--- src/sv/npc_pkg.sv ---
// ----------------------------------------------------------------------------
// npc_pkg: shared types and helpers for the nearest palette colour search
// Beat layout carried down the cell chain, widths and the distance function.
// ----------------------------------------------------------------------------
package npc_pkg;

  localparam int PALETTE_DEPTH = 256;
  localparam int IDX_W         = (PALETTE_DEPTH > 1) ? $clog2(PALETTE_DEPTH) : 1;
  localparam int CNT_W         = 9;
  localparam int CMP_W         = (IDX_W + 1 > CNT_W) ? IDX_W + 1 : CNT_W;
  localparam int DIST_W        = 18;

  localparam logic CMD_LOAD  = 1'b0;
  localparam logic CMD_QUERY = 1'b1;

  typedef struct packed {
    logic              cmd;
    logic [7:0]        entry_index;
    logic [7:0]        red;
    logic [7:0]        green;
    logic [7:0]        blue;
    logic [7:0]        best_idx;
    logic [DIST_W-1:0] best_d;
    logic              found;
  } npc_beat_t;

  function automatic logic [15:0] chan_sq(input logic [7:0] a, input logic [7:0] b);
    logic [7:0] d;
    d = (a >= b) ? (a - b) : (b - a);
    return {8'd0, d} * {8'd0, d};
  endfunction

  // low 8 bits of a cell number
  function automatic logic [7:0] idx8(input logic [IDX_W-1:0] i);
    logic [IDX_W+7:0] t;
    t = {8'd0, i};
    return t[7:0];
  endfunction

endpackage

--- src/sv/npc_cell.sv ---
// ----------------------------------------------------------------------------
// npc_cell: one palette slot of the search chain
// Holds one entry, captures it on a matching load, folds its distance into
// the running best of a passing query if below count and hands the beat on.
// ----------------------------------------------------------------------------
module npc_cell (
  input  logic                     clk,
  input  logic                     rst_n,
  input  logic                     adv,
  input  logic [npc_pkg::IDX_W-1:0] cell_id,
  input  logic [npc_pkg::CNT_W-1:0] count,
  input  logic                     vld_i,
  input  npc_pkg::npc_beat_t       beat_i,
  output logic                     vld_o,
  output npc_pkg::npc_beat_t       beat_o
);

  logic [23:0]                 entry_r;
  logic                        vld_r;
  npc_pkg::npc_beat_t          beat_r;
  npc_pkg::npc_beat_t          beat_nxt;
  logic                        load_hit;
  logic                        active;
  logic [npc_pkg::DIST_W-1:0]  cand_d;
  logic [npc_pkg::CMP_W-1:0]   id_ext;

  assign id_ext   = npc_pkg::CMP_W'(cell_id);
  assign load_hit = vld_i && (beat_i.cmd == npc_pkg::CMD_LOAD) &&
                    (npc_pkg::CMP_W'(beat_i.entry_index) == id_ext);
  // cell_id < DEPTH always, so this also saturates the count
  assign active   = id_ext < npc_pkg::CMP_W'(count);

  assign cand_d = npc_pkg::DIST_W'(npc_pkg::chan_sq(beat_i.red,   entry_r[23:16]))
                + npc_pkg::DIST_W'(npc_pkg::chan_sq(beat_i.green, entry_r[15:8]))
                + npc_pkg::DIST_W'(npc_pkg::chan_sq(beat_i.blue,  entry_r[7:0]));

  always_comb begin
    beat_nxt = beat_i;
    if (beat_i.cmd == npc_pkg::CMD_QUERY && active &&
        (!beat_i.found || cand_d < beat_i.best_d)) begin
      beat_nxt.best_idx = npc_pkg::idx8(cell_id);
      beat_nxt.best_d   = cand_d;
      beat_nxt.found    = 1'b1;
    end
  end

  always_ff @(posedge clk) begin
    if (!rst_n) begin
      vld_r <= 1'b0;
    end else if (adv) begin
      vld_r <= vld_i;
    end
  end

  always_ff @(posedge clk) begin
    if (adv) begin
      beat_r <= beat_nxt;
      if (load_hit) begin
        entry_r <= {beat_i.red, beat_i.green, beat_i.blue};
      end
    end
  end

  assign vld_o  = vld_r;
  assign beat_o = beat_r;

endmodule

--- config.mk ---
export PLATFORM = sky130hd
export DESIGN_NAME = npc_cell
export DESIGN_NICKNAME = d
export VERILOG_FILES = /design/src/sv/npc_pkg.sv /design/src/sv/npc_cell.sv
export SDC_FILE = /design/constraint.sdc
export NUM_CORES = 1
export LEC_CHECK = 0
export ABC_AREA = 0
export BUFFER_PORTS_ARGS = -buffer_cell sky130_fd_sc_hd__buf_2
export CAP_MARGIN = 20
export CORE_MARGIN = 2
export CORE_UTILIZATION = 39
export CTS_CLUSTER_DIAMETER = 30
export DETAILED_ROUTE_END_ITERATION = 8
export PLACE_DENSITY = 0.63
export SYNTH_ARGS = -nofsm -noshare
export SYNTH_HDL_FRONTEND = slang
export SYNTH_SLANG_ARGS = --single-unit
--- constraint.sdc ---
create_clock -name clk -period 18.5 [get_ports clk]
set_input_delay 3.7 -clock clk [delete_from_list [all_inputs] [get_ports clk]]
set_output_delay 3.7 -clock clk [all_outputs]
set_load 0.1 [all_outputs]
==> impl_metrics.toml <==
[setup_path]
arrival_ns = 13.74
regToRegEndpoint = "beat_o[7]"
crit_fanout = 21
setup.worst_path.start = "beat_i[43]"
start_kind = "primary input"
slowest_stage = "xnor2_1"
max_stage_delay_ns = 0.73
crit_path_frequent_cell = "fa_1"
rr_startpoint = "entry_r[16]"
worst_setup_path_end_kind = "register"
crit_end = "beat_o[7]"
crit_required_ns = 18.60
r2r_setup_slack_ns = 7.97
critPathKind = "primary input to register"
reg2reg_depth = 33

[placement]
gp_congestion = 0.873
place_inst = 1602
io_buffers = 141
place_ws_ns = 4.55
dp_hpwl_um = 20300

[synth]
synth_edf_count = 84
seq_area_frac_synth = 0.230
ys_seq_elements = 85
synth-main-ff-cell = "edfxtp_1"
syn_nets = 1460
synth_top_area_frac = 0.252
syn-cell-area_um2 = 11100
async_flop_share = 0
ys_top_cells_by_area = "fa_1, edfxtp_1, ha_1, inv_1, nor2_1"
ys_types = 58
syn_avg_cell_area_um2 = 10.1
yosysWarnings = 0
syn_inst = 1092
synth_top_cell_by_area = "fa_1"

[sta]
rsz0062_at_grt = "false"
worst_pin_slew_ns = 0.918
layout_worst_path_cycle_share = 0.737
setup_violations = 0
max_freq_mhz = 73.3
finalSetupTns_ns = 0
min_period_ns = 13.64
layout_setup_ws_ns = 4.86
hold_viol = 0
whs_ns = 0.480
final_max_slew_viol_count = 0
clock-skew-final_ns = 0.00972
maxSlewHeadroom = 0.384

[clock_tree]
cts_buffer_depth = 2
post-cts-setup-buffers = 0
cts_resized = 0
clk_latency_ns = 0.36
cts.sinks = 85
cts_tree = "done"
h-tree-depth = 3
cts_root_buf = "clkbuf_16"
clk_pin_slew_ns = 0.07
numCtsBuffers = 9
hold_buffers = 0

[hold_path]
hold_path_depth = 2
hold_class = "register to register"

[global_route]
grt_max_degree = 62
gr-total-overflow = 0
grt_usage = 0.169
grt_pass1_wl_um = 39100
grt_pass1_vias = 7892
antenna_found_initial = 0

[finish]
area_delta_synth_final_pct = 12.9
drive_above_1_share = 0.184
final_cells = 1618
antenna_cells = 0
nNetsFinal = 1603

[route]
firstDrtPassIters = 5
drc_errors = 0
avgRoutedWirePerCell_um = 15.0
viasPerCell = 4.74
routed_wirelength_um = 24200
drtIter0Drc = 345
antenna_left = 0
dr_total_vias = 7666

[floorplan]
ios = 142
core_um2 = 27900
rows = 61
dieArea_um2 = 29700
die_y_um = 172
start_util = 0.397
die_x_um = 172

[outcome]
status = "completed"

[job]
maxCapViolCount = 0
==> critical path: cells and delay by family <==
family	cells	cell delay (ns)
AO/OA/AOI/OAI	9	2.38
XOR/XNOR	1	0.73
adder cells (fa/ha/maj)	10	4.53
buffers and inverters	6	0.69
multiplexers	2	0.52
AND/OR/NAND/NOR	7	1.18
==> through the flow <==
| step | instance area, um^2 | util |
|---|---|---|
| after floorplan | 11100 | - |
| after global routing | 12500 | 0.448 |
| after CTS | 12500 | 0.448 |
| after global placement | 12200 | 0.438 |
| after detailed placement | 12200 | 0.438 |
| final | 12500 | 0.448 |
==> kinds of logic (layout without fill, tap and decap cells) <==
logic type      after synthesis  count (layout)  synth area share
compound gates              133             133            0.0778
xor+xnor                     44              44            0.0383
buf+inv                     294             442             0.103
mux                          42              42            0.0415
simple gates                207             207            0.0897
flops                        85              85             0.230
fa+ha+maj                   287             287             0.419
==> final cells by class <==
| cell class | count | area, um^2 |
|---|---|---|
| clock buffer | 9 | 225 |
| clock inverter | 7 | 50.0 |
| fill | 2711 | 15400 |
| inverter | 277 | 1040 |
| multi-input combinational | 713 | 7380 |
| sequential | 85 | 2540 |
| tap | 378 | 473 |
| timing repair buffer | 149 | 766 |
==> synthesized netlist by cell type, drive strengths merged (6+ instances only) <==
master	instances
nand2b	17
o21ai	26
xnor2	25
nand4	8
edfxtp	84
ha	148
and2	7
nand3	10
a21oi	49
a21o	21
mux2	28
mux2i	14
inv	277
or2	17
xor2	19
nor2b	10
clkbuf	6
nand2	32
buf	11
nor2	88
fa	139
==> worst min path at each step <==
stage	from	endpoint	slack (ns)
2_1_floorplan	vld_o	vld_o	0.92
5_1_grt	vld_o	vld_o	0.51
4_1_cts	vld_o	vld_o	0.48
6_report	vld_o	vld_o	0.48
3_3_place_gp	vld_o	vld_o	0.47
3_5_place_dp	vld_o	vld_o	0.47
==> registers in the layout, summed over array words and instances, names as in the netlist <==
name / count
beat_o: 60
entry_r: 24
vld_o: 1
==> metal layers <==
metal,track usage,share of wire,up-vias
li1,-,-,3760
met1,0.223,0.46,3721
met2,0.283,0.47,165
met3,0.0323,0.047,20
met4,0.0442,0.020,0
met5,0,0,-
==> layout by cell type, fill, tap and decap left out, drive strengths merged, types with 4 or more instances in the layout <==
master | synthesis | final
clkbuf | 6 | 9
mux2 | 28 | 28
a211oi | 4 | 4
nand2b | 17 | 17
a21oi | 49 | 49
clkinv | 0 | 4
and3 | 4 | 4
mux2i | 14 | 14
nand2 | 32 | 32
o21bai | 4 | 4
xor2 | 19 | 19
nor2b | 10 | 10
edfxtp | 84 | 84
inv | 277 | 278
xnor2 | 25 | 25
a21o | 21 | 21
or2 | 17 | 17
and2 | 7 | 7
buf | 11 | 149
a221oi | 4 | 4
nand3 | 10 | 10
nor3 | 4 | 4
nor2 | 88 | 88
nand4 | 8 | 8
nor4 | 4 | 4
o21ai | 26 | 26
ha | 148 | 148
fa | 139 | 139
Power is not shown: default switching activity piles up to over one toggle a cycle in this logic, so the estimate is an artifact.
